==> config.mk <==
export PLATFORM = sky130hd
export DESIGN_NAME = stm_front
export DESIGN_NICKNAME = d
export VERILOG_FILES = /design/src/rtl/stm_pkg.sv /design/src/rtl/stm_front.sv
export SDC_FILE = /design/constraint.sdc
export NUM_CORES = 1
export LEC_CHECK = 0
export ABC_AREA = 1
export BUFFER_PORTS_ARGS = -buffer_cell sky130_fd_sc_hd__buf_4
export CORE_ASPECT_RATIO = 0.7
export CORE_UTILIZATION = 46
export DETAILED_ROUTE_END_ITERATION = 8
export GPL_TIMING_DRIVEN = 0
export HOLD_SLACK_MARGIN = 0.12
export PLACE_DENSITY_LB_ADDON = 0.05
export SKIP_LAST_GASP = 1
export SYNTH_ARGS = -nofsm -noshare
export SYNTH_HDL_FRONTEND = slang
export SYNTH_SLANG_ARGS = --single-unit
export TNS_END_PERCENT = 30
==> constraint.sdc <==
create_clock -name clk -period 1.75 [get_ports clk]
set_input_delay 0 -clock clk [delete_from_list [all_inputs] [get_ports clk]]
set_output_delay 0 -clock clk [all_outputs]
set_load 0.01 [all_outputs]
==> src/rtl/stm_pkg.sv <==
// Package for the scaler trigger timestamp matcher.
// Holds the item types, register codes, state encoding and saturation helper.
// Depends on nothing.
package stm_pkg;

	localparam int TABLE_DEPTH_DEF = 4096;
	localparam int TIME_BITS_DEF   = 48;
	localparam int QUEUE_DEPTH     = 4;

	localparam int CFG_W     = 41;
	localparam int CFG_IDX_W = 2;
	localparam int WINDOW_W  = 20;
	localparam int OFFSET_W  = 41;
	localparam int ORIGIN_W  = 32;
	localparam int INDEX_W   = 32;
	localparam int FIELD_T_W = 48;

	localparam int WIDE_W    = 66;
	localparam int DIST_W    = 65;
	localparam int DRIFT_DIV = 3000000;

	localparam logic [WINDOW_W-1:0] WINDOW_RESET = WINDOW_W'(1000);

	typedef enum logic [CFG_IDX_W-1:0] {
		CFG_MATCH_WINDOW  = 2'd0,
		CFG_ALIGN_OFFSET  = 2'd1,
		CFG_SCALER_ORIGIN = 2'd2
	} cfg_reg_t;

	typedef enum logic {
		CMD_LOAD  = 1'b0,
		CMD_MATCH = 1'b1
	} cmd_t;

	typedef struct packed {
		cmd_t                 cmd;
		logic [FIELD_T_W-1:0] trigger_time;
		logic [INDEX_W-1:0]   trigger_index;
		logic [31:0]          scaler_value;
	} in_item_t;

	typedef struct packed {
		logic [FIELD_T_W-1:0] vme_time;
		logic [FIELD_T_W-1:0] matched_time;
		logic [INDEX_W-1:0]   matched_index;
	} out_item_t;

	typedef enum logic [3:0] {
		S_IDLE,
		S_LOAD,
		S_VME,
		S_MUL_LO,
		S_MUL_HI,
		S_QEST,
		S_QCHK,
		S_CORR1,
		S_CORR2,
		S_BOUNDS,
		S_BS_RD,
		S_BS_CMP,
		S_SC_RD,
		S_SC_CMP,
		S_EMIT
	} back_state_t;

	localparam logic signed [WIDE_W-1:0] S64_MAX = 66'sd9223372036854775807;
	localparam logic signed [WIDE_W-1:0] S64_MIN = -66'sd9223372036854775808;

	function automatic logic signed [63:0] sat64(input logic signed [WIDE_W-1:0] x);
		logic signed [63:0] r;
		if (x > S64_MAX) begin
			r = 64'sh7FFF_FFFF_FFFF_FFFF;
		end else if (x < S64_MIN) begin
			r = 64'sh8000_0000_0000_0000;
		end else begin
			r = x[63:0];
		end
		return r;
	endfunction

endpackage

==> src/rtl/stm_front.sv <==
// Front part of the matcher: accepts items, drops zero samples, unwraps scalers.
// Depends on stm_pkg; feeds stm_queue.
module stm_front import stm_pkg::*; #(
	parameter int TIME_BITS = TIME_BITS_DEF
) (
	input  logic                           clk,
	input  logic                           arst_n,
	input  logic                           push,
	input  logic                           full,
	input  in_item_t                       item,
	output logic                           q_push,
	output logic [1+TIME_BITS+INDEX_W-1:0] q_data
);

	localparam logic [TIME_BITS-1:0] WRAP_STEP = TIME_BITS'(64'd1 << 32);

	logic [TIME_BITS-1:0] wrap_q, prev_q;
	logic [TIME_BITS-1:0] sum0, sum1, scaler;
	logic                 is_zero, wrapped;

	assign is_zero = (item.cmd == CMD_MATCH) && (item.scaler_value == 32'd0);
	assign q_push  = push && !full && !is_zero;
	assign sum0    = TIME_BITS'(item.scaler_value) + wrap_q;
	assign sum1    = sum0 + WRAP_STEP;
	assign wrapped = sum0 < prev_q;
	assign scaler  = wrapped ? sum1 : sum0;

	always_comb begin
		if (item.cmd == CMD_MATCH) begin
			q_data = {item.cmd, scaler, item.trigger_index};
		end else begin
			q_data = {item.cmd, TIME_BITS'(item.trigger_time), item.trigger_index};
		end
	end

	always_ff @(posedge clk or negedge arst_n) begin
		if (!arst_n) begin
			wrap_q <= '0;
			prev_q <= '0;
		end else if (q_push && item.cmd == CMD_MATCH) begin
			prev_q <= scaler;
			if (wrapped) begin
				wrap_q <= wrap_q + WRAP_STEP;
			end
		end
	end

endmodule

---- Yosys cells after proc, flatten, opt, wreduce, memory -nomap -nowiden ----
Cells that the tools add are included.
operators by class
  add/subtract/negate cells ............... 3
  reductions and logical operators ........ 8
  mux-type cells .......................... 2
  magnitude comparators ................... 1
operators by type and width
  cell                                            count
  adder 48 x 33 -> 48 bit, second input constant  2
  2-to-1 mux 81 bit                               1
  adder 32 x 48 -> 48 bit                         1
  less-than comparator 48 bit                     1
  2-to-1 mux 48 bit                               1
  zero test 32 bit                                1
  logical AND 1 bit                               4
  zero test 1 bit                                 2
  AND reduction 2 bit                             1
word-level totals
  output and inout bits ................... 82
  register bits after elaboration ......... 96
  word-level logic and storage cells ...... 16
  input bits .............................. 117

---- Depth between registers and ports, before layout ----
  depth in word-level cells ............... 6
  gate-level depth with buffers ........... 16
  depth with buffers taken out ............ 15

---- Least setup slack after synthesis ----
OpenSTA, ideal clock, no wires.
  path kind ............................... reg-to-reg
  start point ............................. register wrap_q[35]
  end point ............................... register wrap_q[38]
  arrival ................................. 1796 ps
  required time ........................... 1625 ps
  slack ................................... -171 ps
  path buffers ............................ 1
  setup time .............................. 125 ps
  cell stages (with the launch flop) ...... 14
  period minus slack after synthesis ...... 1921 ps
  path through ............................ dfrtp_1 ha_1 nand2_1 nor2_1 and2_4 nand2_4 inv_2 nand2_2 nand2_4 nor2_8 nand3_4 buf_4 nand2_1 o21ai_1
between the ends
  cells in the longest elaborated chain, start to end .. 3
RTL lines
  what                           RTL line         source
  from (decl)                    stm_front.sv:17  logic [TIME_BITS-1:0] wrap_q, prev_q;
  from (signal assigned)         stm_front.sv:43  wrap_q <= wrap_q + WRAP_STEP;
  adder 32 x 48 -> 48 bit        stm_front.sv:23  assign sum0 = TIME_BITS'(item.scaler_value) + wrap_q;
  less-than comparator 48 bit    stm_front.sv:25  assign wrapped = sum0 < prev_q;
  AND reduction 2 bit (no line)  n/a
Parallel ways exist; a longest one is shown, timed or not.
A chain may end at the register's enable or synchronous reset.

---- Worst setup path after layout ----
  start point ............................. register wrap_q[46]
  end point ............................... output q_data[65]
between the ends
  cells in the longest elaborated chain, start to end .. 4
RTL lines
  what                         RTL line         source
  adder 32 x 48 -> 48 bit      stm_front.sv:23
  less-than comparator 48 bit  stm_front.sv:25
  2-to-1 mux 48 bit            stm_front.sv:26  assign scaler = wrapped ? sum1 : sum0;
  2-to-1 mux 81 bit            stm_front.sv:29  if (item.cmd == CMD_MATCH) begin
  to (decl)                    stm_front.sv:12  output logic [1+TIME_BITS+INDEX_W-1:0] q_data
Every way passes these cells.

==> results.tsv <==
metric	value	unit
width of the die	130	um
clock skew after layout	5.09	ps
initial core utilization	47.8	%
Netlist cell types	34	
RSZ-0062 raised after global routing	yes	
most frequent cell after synthesis	nand2_1	
remaining antenna violation count	0	
CP Max Fanout	7	
Post-Syn Area	5320	sq um
max frequency	418	MHz
Final period util	137	%
Fillers	923	
Power Density	1720	nW/um^2
Final HPWL DP	11.4	mm
Worst EP required	1750	ps
Final #Nets	1149	
Cells after Synth	742	
clock buffer depth	2	
Pwr Total	13700	uW
Placeable Area	11100	sq um
setup violators final	48	
Post-synth top flop	dfrtp_1	
failing checks	negative setup slack	
crit end category	output pin	
RD Place Congestion	0.932	
via/cell ratio	5.03	
top-area cell type share of the netlist area	30.1	%
LEAKAGE	0.00420	uW
latest clock arrival within the worst-skew pair	340	ps
TritonCTS clock tree	done	
Final Max Tran Viols	0	
Peak VDD IR	984	uV
I/O Pins	199	
Cells after DPL	1060	
P&R area growth vs syn	49.5	%
Rows	32	
# H-tree levels	3	
ANT cells	0	
Max-Cap Viols	0	
Util after Layout	71.4	%
Slew headroom	41.8	%
drt pass-1 iters	5	
critical path type	flip-flop to output pin	
Post-synth top cells	nand2_1 (210), inv_1 (113), dfrtp_1 (64)	
Worst-path clk slew	60	ps
Synth Area per Inst	7.16	sq um
DIE AREA	12000	sq um
Root Buffer	clkbuf_16	
CTS Sinks	64	
Worst-Margin Slew	872	ps
area taken by multi-input logic gates	3110	sq um
grt ovf	0	
largest cells by area after synthesis	dfrtp_1 (30%), nand2_1 (15%), ha_1 (11%)	
sequential area share after synthesis	30.1	%
Register Area	1610	sq um
Synth Register Bits	64	
Vias	5748	
final worst-path setup slack	-645	ps
startpoint types	flip-flop	
Post-synth EDFFs	0	
min Tclk post-route	2400	ps
Port Buffer Count	165	
Warnings, synthesis	0	
dominant cell type by area after synthesis	dfrtp_1	
wire per inst	14.5	um
outcome	finished with violations	
GRT Total Usage	28.1	%
layout cell share with drive strength beyond 1	35.4	%
Worst Hold Class	input port to output pin	
crit path DAT	2400	ps
height of the die	91.9	um
Final Hold Fails	0	
DRT iter0 DRCs	404	
# DRC	0	
CTS buffer count	9	
reg-to-reg slack, setup	-520	ps
Post-synth ARST share	100	%
Mapped Nets	907	
final WL	16.5	mm
vias in the first global route	5527	
first-pass GRT wire length	26.2	mm
initial antenna violation count	0	
non-filler instance count after layout	1142	
largest net degree at the start of global routing	65	
-- flip-flops by register name, indices dropped and copies added (netlist names) --
register	count
prev_q	48
wrap_q	16
-- layout by cell type, fill, tap and decap left out, types with 4 or more instances in the layout --
cell type,n
nand3_1,32
a21oi_1,21
clkbuf_16,9
nand2_1,200
nor3_1,5
dfrtp_2,9
buf_2,6
nand4_1,13
buf_4,219
buf_1,4
inv_2,10
nand2_4,13
clkbuf_1,8
nand2_2,14
ha_1,41
dlygate4sd3_1,33
nor2_1,18
nand3_2,19
xor2_1,13
nand3_4,5
inv_1,109
o21ai_0,63
buf_6,17
ha_4,7
dfrtp_1,55
o21ai_1,20
-- path summary, 6_finish.rpt --
path,startpoint,end,cells past startpoint
setup / recovery,wrap_q[46]$_DFFE_PN0P_,q_data[65],12
setup reg to reg,wrap_q[46]$_DFFE_PN0P_,wrap_q[43]$_DFFE_PN0P_,12
max in group asynchronous,arst_n,wrap_q[46]$_DFFE_PN0P_,2
hold reg to reg,prev_q[42]$_DFFE_PN0P_,prev_q[42]$_DFFE_PN0P_,2
min in group asynchronous,arst_n,prev_q[35]$_DFFE_PN0P_,2
hold / removal,item[51],q_data[19],2
-- what timing repair did --
action | CTS | global route
pin swaps | 19 | 15
endpoints found under the setup margin | 48 | 48
hold buffers | 33 | 0
gates cloned | 1 | 0
hold endpoints to repair | 96 | 0
setup buffers | 28 | 4
gates resized for setup | 60 | 12
-- per-layer routing --
layer / global-route usage, % / up-vias / wire length [um]
met1: 38.6 / 2642 / 7450
met3: 4.90 / 26 / 1230
met5: 0 / - / 0
li1: - / 2806 / -
met4: 6.03 / 0 / 258
met2: 46.0 / 274 / 7610
-- metrics by stage --
step           setup TNS (ps)  hold WS [ps]  worst slack (ps)  area (sq um)
6_report               -22600           176              -645          7950
5_1_grt                -28470           179              -777          7950
4_1_cts                -19950           176              -613          7860
3_5_place_dp           -17380           170              -455          6750
3_3_place_gp           -17310           169              -466          6750
2_1_floorplan           -5640          -296              -163          5320
-- cell type report --
cell class	count	share of cell area, %
buffer	58	5.21
clock buffer	13	3.40
clock inverter	3	0.189
inverter	119	5.62
multi-input combinational	501	39.2
sequential	64	20.3
tap	153	2.41
timing repair buffer	231	23.7
-- cell families (layout without fill, tap and decap cells) --
group,after synthesis,after routing,share of synthesized area [%]
flip-flops,64,64,30.1
XOR/XNOR,14,14,2.31
adder cells (fa/ha/maj),48,48,11.3
AO/OA/AOI/OAI,108,108,10.3
AND/OR/NAND/NOR,331,331,30.0
buffers and inverters,177,424,16.0
-- critical path: stages (launching register included) --
cell	delay, ps
dfrtp_2	440
ha_4	290
nand4_1	110
nor2_2	210
nand2_4	90
nor3_4	220
nand2_4	120
nand2_8	120
buf_4	120
nand2_1	70
nand3_2	80
nand2_1	50
buf_4	130
-- power breakdown --
part | switching [uW] | leakage, uW | total, uW | internal (uW)
clock | 675 | 0.000145 | 1740 | 1070
combinational | 5220 | 0.00325 | 9690 | 4470
sequential | 281 | 0.000803 | 2250 | 1970
total | 6180 | 0.00420 | 13700 | 7500
Note: power is estimated with default switching activity, not from simulation.
