--- src/rtl/stm_pkg.sv ---
// Package for the scaler trigger timestamp matcher.
// Holds the item types, register codes, state encoding and saturation helper.
// Depends on nothing.
package stm_pkg;

	localparam int TABLE_DEPTH_DEF = 4096;
	localparam int TIME_BITS_DEF   = 48;
	localparam int QUEUE_DEPTH     = 4;

	localparam int CFG_W     = 41;
	localparam int CFG_IDX_W = 2;
	localparam int WINDOW_W  = 20;
	localparam int OFFSET_W  = 41;
	localparam int ORIGIN_W  = 32;
	localparam int INDEX_W   = 32;
	localparam int FIELD_T_W = 48;

	localparam int WIDE_W    = 66;
	localparam int DIST_W    = 65;
	localparam int DRIFT_DIV = 3000000;

	localparam logic [WINDOW_W-1:0] WINDOW_RESET = WINDOW_W'(1000);

	typedef enum logic [CFG_IDX_W-1:0] {
		CFG_MATCH_WINDOW  = 2'd0,
		CFG_ALIGN_OFFSET  = 2'd1,
		CFG_SCALER_ORIGIN = 2'd2
	} cfg_reg_t;

	typedef enum logic {
		CMD_LOAD  = 1'b0,
		CMD_MATCH = 1'b1
	} cmd_t;

	typedef struct packed {
		cmd_t                 cmd;
		logic [FIELD_T_W-1:0] trigger_time;
		logic [INDEX_W-1:0]   trigger_index;
		logic [31:0]          scaler_value;
	} in_item_t;

	typedef struct packed {
		logic [FIELD_T_W-1:0] vme_time;
		logic [FIELD_T_W-1:0] matched_time;
		logic [INDEX_W-1:0]   matched_index;
	} out_item_t;

	typedef enum logic [3:0] {
		S_IDLE,
		S_LOAD,
		S_VME,
		S_MUL_LO,
		S_MUL_HI,
		S_QEST,
		S_QCHK,
		S_CORR1,
		S_CORR2,
		S_BOUNDS,
		S_BS_RD,
		S_BS_CMP,
		S_SC_RD,
		S_SC_CMP,
		S_EMIT
	} back_state_t;

	localparam logic signed [WIDE_W-1:0] S64_MAX = 66'sd9223372036854775807;
	localparam logic signed [WIDE_W-1:0] S64_MIN = -66'sd9223372036854775808;

	function automatic logic signed [63:0] sat64(input logic signed [WIDE_W-1:0] x);
		logic signed [63:0] r;
		if (x > S64_MAX) begin
			r = 64'sh7FFF_FFFF_FFFF_FFFF;
		end else if (x < S64_MIN) begin
			r = 64'sh8000_0000_0000_0000;
		end else begin
			r = x[63:0];
		end
		return r;
	endfunction

endpackage

--- src/rtl/stm_queue.sv ---
// Short queue between the front and back parts of the matcher.
// Depends on stm_pkg only for the default depth; generic width and depth.
module stm_queue import stm_pkg::*; #(
	parameter int WIDTH = 1,
	parameter int DEPTH = QUEUE_DEPTH
) (
	input  logic             clk,
	input  logic             arst_n,
	input  logic             wr,
	input  logic [WIDTH-1:0] wdata,
	input  logic             rd,
	output logic [WIDTH-1:0] rdata,
	output logic             full,
	output logic             empty
);

	localparam int PW = $clog2(DEPTH);

	logic [WIDTH-1:0] slot_q [DEPTH];
	logic [PW-1:0]    wp_q, rp_q;
	logic [PW:0]      cnt_q;

	assign full  = cnt_q == (PW+1)'(DEPTH);
	assign empty = cnt_q == '0;
	assign rdata = slot_q[rp_q];

	always_ff @(posedge clk) begin
		if (wr) begin
			slot_q[wp_q] <= wdata;
		end
	end

	always_ff @(posedge clk or negedge arst_n) begin
		if (!arst_n) begin
			wp_q  <= '0;
			rp_q  <= '0;
			cnt_q <= '0;
		end else begin
			if (wr) begin
				wp_q <= (wp_q == PW'(DEPTH-1)) ? '0 : wp_q + 1'b1;
			end
			if (rd) begin
				rp_q <= (rp_q == PW'(DEPTH-1)) ? '0 : rp_q + 1'b1;
			end
			cnt_q <= cnt_q + (PW+1)'(wr) - (PW+1)'(rd);
		end
	end

endmodule

--- config.mk ---
export PLATFORM = sky130hd
export DESIGN_NAME = stm_queue
export DESIGN_NICKNAME = d
export VERILOG_FILES = /design/src/rtl/stm_pkg.sv /design/src/rtl/stm_queue.sv
export SDC_FILE = /design/constraint.sdc
export NUM_CORES = 1
export LEC_CHECK = 0
export BUFFER_PORTS_ARGS = -buffer_cell sky130_fd_sc_hd__buf_2
export CORE_AREA = 2 2 39 41
export DETAILED_ROUTE_END_ITERATION = 16
export DIE_AREA = 0 0 41 43
export MAX_ROUTING_LAYER = met4
export SLEW_MARGIN = 5
export SYNTH_ARGS = -nofsm -noshare
export SYNTH_HDL_FRONTEND = slang
export SYNTH_SLANG_ARGS = --single-unit
export TNS_END_PERCENT = 30
--- constraint.sdc ---
create_clock -name clk -period 2.2 [get_ports clk]
set_input_delay 0.33 -clock clk [delete_from_list [all_inputs] [get_ports clk]]
set_output_delay 0.33 -clock clk [all_outputs]
set_load 0.005 [all_outputs]
== Word level (Yosys, flattened, before mapping) ==
Memories as Yosys holds them, arrays and structs flattened.
Cells that the tools add are included.
Storage, ports and cells
  memories: 1
  RAM bits: 4
  word-level logic and storage cells: 16
  register bits after elaboration: 7
  output and inout port bits: 3
Operators by class
  reduce and logical (&&, ||, !) cells: 1
  eq/ne operators: 3
  muxes and demuxes: 4
  add/subtract/negate cells: 4
Memories
  slot_q: depth 4, bits a word 1, rd ports 1, clocked after Yosys merged registers in 0, wr ports 1, line stm_queue.sv:19  | logic [WIDTH-1:0] slot_q [DEPTH];
Operator list (count)
  2-bit by 1-bit adder with 2-bit output, second input constant: 2
  2-bit equality test, second input constant: 2
  2-bit 2-to-1 mux: 2
  3-bit by 1-bit adder with 3-bit output: 1
  3-bit equality test, second input constant: 1
  3-bit logical NOT: 1
  3-bit by 1-bit subtractor with 3-bit output: 1
  1-bit 2-to-1 mux: 2

== Longest topological paths before layout ==
Gate-level depths: netlist of the first run.
  depth in word-level cells: 2
  mapped depth: 7
  depth with buffers taken out: 7

== Worst setup path before layout of the first run ==
OpenSTA, ideal clock, no wires.
  kind: reg-to-reg
  start point: register cnt_q[0]
  end point: register cnt_q[2]
  library setup time: 0.123 ns
  data arrival time: 1.450 ns
  setup slack: 0.627 ns
  stages on the path, launching flop included: 8
  buffers on the path: 0
  cells stage by stage: dfrtp_1 inv_1 ha_1 inv_1 ha_1 fa_1 xnor2_1 xnor2_1
Between the ends
  longest elaborated chain between the ends: 2
Ends and longest elaborated chain
  start: declaration: line stm_queue.sv:21  | logic [PW:0] cnt_q;
  start signal: assignment: line stm_queue.sv:45  | cnt_q <= cnt_q + (PW+1)'(wr) - (PW+1)'(rd);
  3-bit by 1-bit adder with 3-bit output: line stm_queue.sv:45
  3-bit by 1-bit subtractor with 3-bit output: line stm_queue.sv:45
Every way passes these cells.
A chain may end at the register's enable or synchronous reset.

== Worst setup path after layout of the first run ==
Same ends and word-level chain as after synthesis.

==> reports/qor.yml, run 1 <==
status: "complete, no violations"
nets: 67
die_h_um: 43
synthCells: 41
grt_pass1_vias: 301
cp.required_ns: 2.38
drt_wl_total_um: 692
netlist_area_um2: 555.5
drv_slew: 0
fin_cells: 69
drt_iter0_drc: 2
clockBufferDepth: 2
synthToLayoutAreaGrowth_pct: 16.44
antenna_found_initial: 0
ir_drop_mv: 0.4551
skew_ns: 0.0003629
grt_max_degree: 10
critPathKind: "reg -> reg"
cts_inserted_buffers: 3
place.gp.congestion: 0.6141
final-setup-viol-count: 0
drive_gt1_frac: 0.3208
fin_crit_ns: 1.632
coreArea_mm2: 0.001384
wire_per_inst_um: 10.03
root_buffer: "clkbuf_4"
ys_warn_count: 0
cts_tree: "yes"
row_count: 14
crit_path_top_delay_cell: "fa_1"
drc: 0
synth.avg_cell_area_um2: 13.55
clock-sinks: 11
num_vias: 301
ys_seq_area_frac: 0.5315
post-cts-setup-buffers: 0
path_buf_inv: 2
port_buffers: 7
finalPower_mw: 0.7673
tightest_slew_ns: 0.1592
cts.repair.resized: 0
hpwl_um: 552.5
synth_fp_nets: 54
fill_cells: 134
postRouteAntennaNets: 0
diodes: 0
htreeDepth: 1
dp.cells: 64
fmax_mhz: 612.6
grt_pass1_wl_um: 1242
crit_arrival_ns: 1.82
overflow: 0
netlist-cell-type-count: 15
final.period_utilization: 0.7419
die_x_um: 41
holdCritPathClass: "in -> reg"
relSlewSlack: 0.8931
dr.pass1.iters: 4
viasPerCell: 4.362
cp_slowest_stage_delay_ns: 0.37
rsz0062_at_grt: "false"
start_util: 0.4014
synth_seq_cells: 11
grt_usage: 0.1123
crit_path_end_kind: "flip-flop"
ioPinCount: 8
max_cap_violations: 0
powerDensity_mw_per_mm2: 1186
setup_tns_ns: 0
critPathTopFamily: "adder cells"
critical_path.startpoint_type: "flip-flop"
path_clk_slew_ns: 0.06
path_max_fanout: 2
hold_viol: 0
crit_chain: "inv_1 -> ha_1 -> inv_1 -> ha_1 -> fa_1 -> xnor2_1 -> xnor2_1"
cellLeakagePower_nw: 0.3083
die-area_mm2: 0.001763
clk-insertion-delay-late_ns: 0.26
[path summary, 6_finish.rpt]
kind	from	endpoint	slack, ns	cells past startpoint
hold reg to reg	rp_q[1]$_DFFE_PN0P_	rp_q[1]$_DFFE_PN0P_	0.56	1
max in group asynchronous	arst_n	rp_q[0]$_DFFE_PN0P_	1.62	2
min in group asynchronous	arst_n	rp_q[1]$_DFFE_PN0P_	0.43	2
hold / removal	wdata	slot_q[2]$_DFFE_PP_	0.28	1
setup / recovery	cnt_q[0]$_DFF_PN0_	cnt_q[2]$_DFF_PN0_	0.57	7
setup reg to reg	cnt_q[0]$_DFF_PN0_	cnt_q[2]$_DFF_PN0_	0.57	7
[worst reg2reg max path, stage by stage, from the launching register on]
cell,delay (ns)
dfrtp_1,0.34
inv_1,0.05
ha_1,0.26
inv_1,0.04
ha_1,0.19
fa_1,0.38
xnor2_1,0.17
xnor2_1,0.13
[cells in the final DEF (no fill, tap or decap), types with 2 or more instances in the layout]
cell type  n
ha_1       7
o21ai_0    2
dfrtp_1    7
clkbuf_4   3
mux2_2     2
and2_2     4
buf_2      7
inv_1      6
edfxtp_1   4
xnor2_1    2
[power by group]
part | switching (mW) | total (mW) | leakage (nW) | internal (mW)
registers | 0.0531 | 0.347 | 0.120 | 0.294
clock network | 0.0592 | 0.129 | 0.0150 | 0.0700
logic | 0.129 | 0.291 | 0.174 | 0.162
total | 0.242 | 0.767 | 0.308 | 0.526
[area by class of cell]
type | instances | area, µm² | area share
clock buffer | 4 | 26.28 | 0.04062
inverter | 6 | 22.52 | 0.03482
multi-input combinational | 24 | 237.7 | 0.3675
sequential | 11 | 295.3 | 0.4565
tap | 16 | 20.02 | 0.03095
timing repair buffer | 8 | 45.04 | 0.06963
[cell usage after synthesis]
| cell | number | area, µm² |
|---|---|---|
| o21ai_0 | 2 | 10.01 |
| fa_1 | 1 | 20.02 |
| ha_1 | 7 | 87.58 |
| xnor2_1 | 2 | 17.52 |
| or3b_1 | 1 | 8.760 |
| inv_1 | 6 | 22.52 |
| and2_2 | 4 | 30.03 |
| and3_1 | 1 | 6.260 |
| mux2_2 | 2 | 22.52 |
| mux4_2 | 1 | 22.52 |
| dfrtp_1 | 7 | 175.2 |
| edfxtp_1 | 4 | 120.1 |
| nor2_1 | 1 | 3.750 |
| nand2_1 | 1 | 3.750 |
| nor3_1 | 1 | 5.000 |
[repair_timing]
| action | 4_1_cts | 5_1_grt |
|---|---|---|
| hold buffers | 1 | 0 |
| setup endpoints to repair | 0 | 0 |
| endpoints found under the hold margin | 7 | 0 |
[metal layers]
layer	vias up	global-route usage	wire length [µm]
li1	158	-	-
met1	139	0.1507	353
met2	4	0.1406	308
met3	0	0.06283	30
met4	0	0.04000	0
met5	-	-	0
[kinds of logic (layout without fill, tap and decap cells)]
logic type | Yosys count | in the layout | synth area share
flops | 11 | 11 | 0.5315
buf+inv | 6 | 18 | 0.04054
fa+ha+maj | 8 | 8 | 0.1937
simple gates | 9 | 9 | 0.1036
mux | 3 | 3 | 0.08108
compound gates | 2 | 2 | 0.01802
xor+xnor | 2 | 2 | 0.03154
[flip-flops by register name, indices dropped and copies added, names as in the netlist]
signal  count
slot_q      4
cnt_q       3
rp_q        2
wp_q        2
[per-stage QoR]
stage                     hold slack (ns)  cell area (µm²)    util  setup slack [ns]
after CTS                          0.2781            646.9  0.4675            0.5477
after global placement             0.1757            610.6  0.4412            0.4913
after detailed placement           0.1736            610.6  0.4412            0.4951
final                              0.2843            646.9  0.4675            0.5677
after floorplan                   0.03441            555.5       -            0.6267
after global routing               0.2890            646.9  0.4675            0.4522
Power figures use the tool's default switching activity.
==> inputs of run 2 (changes only) <==
Settings changed: ABC_AREA set to 1, PLACE_DENSITY set to 0.67.
Clock period 2.2 ns to 1.3 ns, I/O delays scaled along.
==> reports/qor.yml, run 2 <==
drc: 0
critPathKind: "reg -> reg"
relSlewSlack: 0.8835
ys_seq_area_frac: 0.4979
ys_warn_count: 0
skew_ns: 0.006837
failed_checks: "negative setup slack"
clk-insertion-delay-late_ns: 0.27
yosysMostFrequentCell: "nand2_1"
dp.cells: 93
powerDensity_mw_per_mm2: 2041
layout_commonest_cell: "inv_1"
path_max_fanout: 2
synth_top_cell_area_share: 0.2954
drt_iter0_drc: 2
synth-edff-count: 4
drv_slew: 0
tightest_slew_ns: 0.1748
synth.avg_cell_area_um2: 8.986
holdCritPathClass: "in -> reg"
synth_flop_cell: "dfrtp_1"
cp.required_ns: 1.46
synth_fp_nets: 79
fin_crit_ns: 1.554
grt_pass1_wl_um: 1497
power.internal_mw: 0.9533
fmax_mhz: 643.5
cts_inserted_buffers: 3
crit_path_end_kind: "flip-flop"
grt_pass1_vias: 383
top_regs: "slot_q (4), cnt_q (3)"
ioPinCount: 8
largest_reg_flops: 4
setup_tns_ns: -0.7037
ir_drop_mv: 1.118
p_comb_frac: 0.468
port_buffers: 7
clkPwrFrac: 0.149
final_cell_mix: "15 x inv_1, 14 x nand2_1, 7 x buf_2"
p_seq_frac: 0.383
async_flop_share: 0.6364
netlist-cell-type-count: 13
viasPerCell: 4.370
fin_cells: 100
hold_viol: 0
final-setup-viol-count: 4
synth_seq_cells: 11
htreeDepth: 1
synthTopCellsByCount: "17 x nand2_1, 16 x inv_1, 7 x dfrtp_1, 7 x ha_1, 4 x edfxtp_1"
rsz0062_at_grt: "true"
place.gp.congestion: 0.7521
drive_gt1_frac: 0.3214
synthTopCellsByArea: "dfrtp_1 30%, edfxtp_1 20%, ha_1 15%"
nets: 98
fill_cells: 134
wire_per_inst_um: 9.800
synthToLayoutAreaGrowth_pct: 26.79
dr.pass1.iters: 2
place_area_um2: 680.7
cts_tree: "yes"
grt_max_degree: 9
start_util: 0.4286
overflow: 0
final_util: 0.5434
final_area_um2: 752.0
grt_usage: 0.1355
coreArea_mm2: 0.001384
max_cap_violations: 0
root_buffer: "clkbuf_4"
synthCells: 66
finalPower_mw: 1.535
clockBufferDepth: 2
path_clk_slew_ns: 0.07
crit_arrival_ns: 1.72
netlist_area_um2: 593.1
hpwl_um: 690.9
antenna_found_initial: 0
status: "finished, violations left"
diodes: 0
p_sw_frac: 0.3788
die-area_mm2: 0.001763
final.setup.worst_slack_ns: -0.2540
final.period_utilization: 1.195
die_h_um: 43
row_count: 14
die_x_um: 41
num_vias: 437
clock-sinks: 11
drt_wl_total_um: 980
cellLeakagePower_nw: 0.4206
top_register: "slot_q"
synth_area_leader_cell: "dfrtp_1"
p_switching_mw: 0.5813
postRouteAntennaNets: 0
critical_path.startpoint_type: "flip-flop"
[run 2: power by group through the flow]
stage / sequential, mW / combinational (mW) / clock [mW]
after floorplan: 0.577 / 0.401 / 0
after global placement: 0.581 / 0.567 / 0
after detailed placement: 0.589 / 0.595 / 0
after CTS: 0.580 / 0.655 / 0.244
after global routing: 0.600 / 0.833 / 0.251
final: 0.588 / 0.717 / 0.229
[run 2: cells by family after synthesis]
group / count (synthesis) / synth area share
AND/OR/NAND/NOR: 25 / 0.1730
buffers and inverters: 18 / 0.1139
flip-flops: 11 / 0.4979
adder cells (fa/ha/maj): 8 / 0.1814
AO/OA/AOI/OAI: 4 / 0.03376
[run 2: cell type report]
cell class / count / area, µm² / area share
clock buffer: 4 / 26.28 / 0.03494
sequential: 11 / 296.5 / 0.3943
timing repair buffer: 14 / 93.84 / 0.1248
multi-input combinational: 37 / 247.7 / 0.3295
inverter: 18 / 67.56 / 0.08985
tap: 16 / 20.02 / 0.02662
[run 2: worst paths after layout]
path | startpoint | end | slack (ns) | cells past startpoint
setup reg to reg | cnt_q[0]$_DFF_PN0_ | cnt_q[2]$_DFF_PN0_ | -0.25 | 9
hold reg to reg | rp_q[0]$_DFFE_PN0P_ | rp_q[0]$_DFFE_PN0P_ | 0.59 | 3
min in group asynchronous | arst_n | wp_q[0]$_DFFE_PN0P_ | 0.29 | 2
setup / recovery | cnt_q[0]$_DFF_PN0_ | cnt_q[2]$_DFF_PN0_ | -0.25 | 9
max in group asynchronous | arst_n | rp_q[0]$_DFFE_PN0P_ | 0.84 | 2
hold / removal | wdata | slot_q[1]$_DFFE_PP_ | 0.15 | 1
[run 2: metal layers]
metal,vias to the layer above,part of all wire,track usage
met4,0,0.0092,0.1000
met1,196,0.44,0.1409
met3,2,0.030,0.03141
met2,5,0.52,0.2094
met5,-,0,-
li1,234,-,-
[run 2: repair_timing]
item                       4_1_cts  5_1_grt
hold endpoints to repair         7        0
pin swaps                        5        5
buffers inserted                 1        1
gates resized for setup          3        5
hold buffers                     1        0
setup endpoints to repair        3        5
[run 2: worst max-delay path, stage by stage, from the launching register on]
cell and delay, ns:
dfrtp_1 0.35, inv_1 0.04, ha_1 0.26, inv_1 0.04, ha_2 0.17, fa_2 0.36, inv_2 0.06, nand2_2 0.05
nand3_1 0.07, nand2_1 0.05
[run 2: stage by stage]
step / hold slack, ns / worst slack [ns]
3_5_place_dp: 0.04392 / -0.2617
5_1_grt: 0.1434 / -0.3379
3_3_place_gp: 0.03513 / -0.2291
2_1_floorplan: -0.1006 / -0.2229
6_report: 0.1498 / -0.2540
4_1_cts: 0.1328 / -0.2531
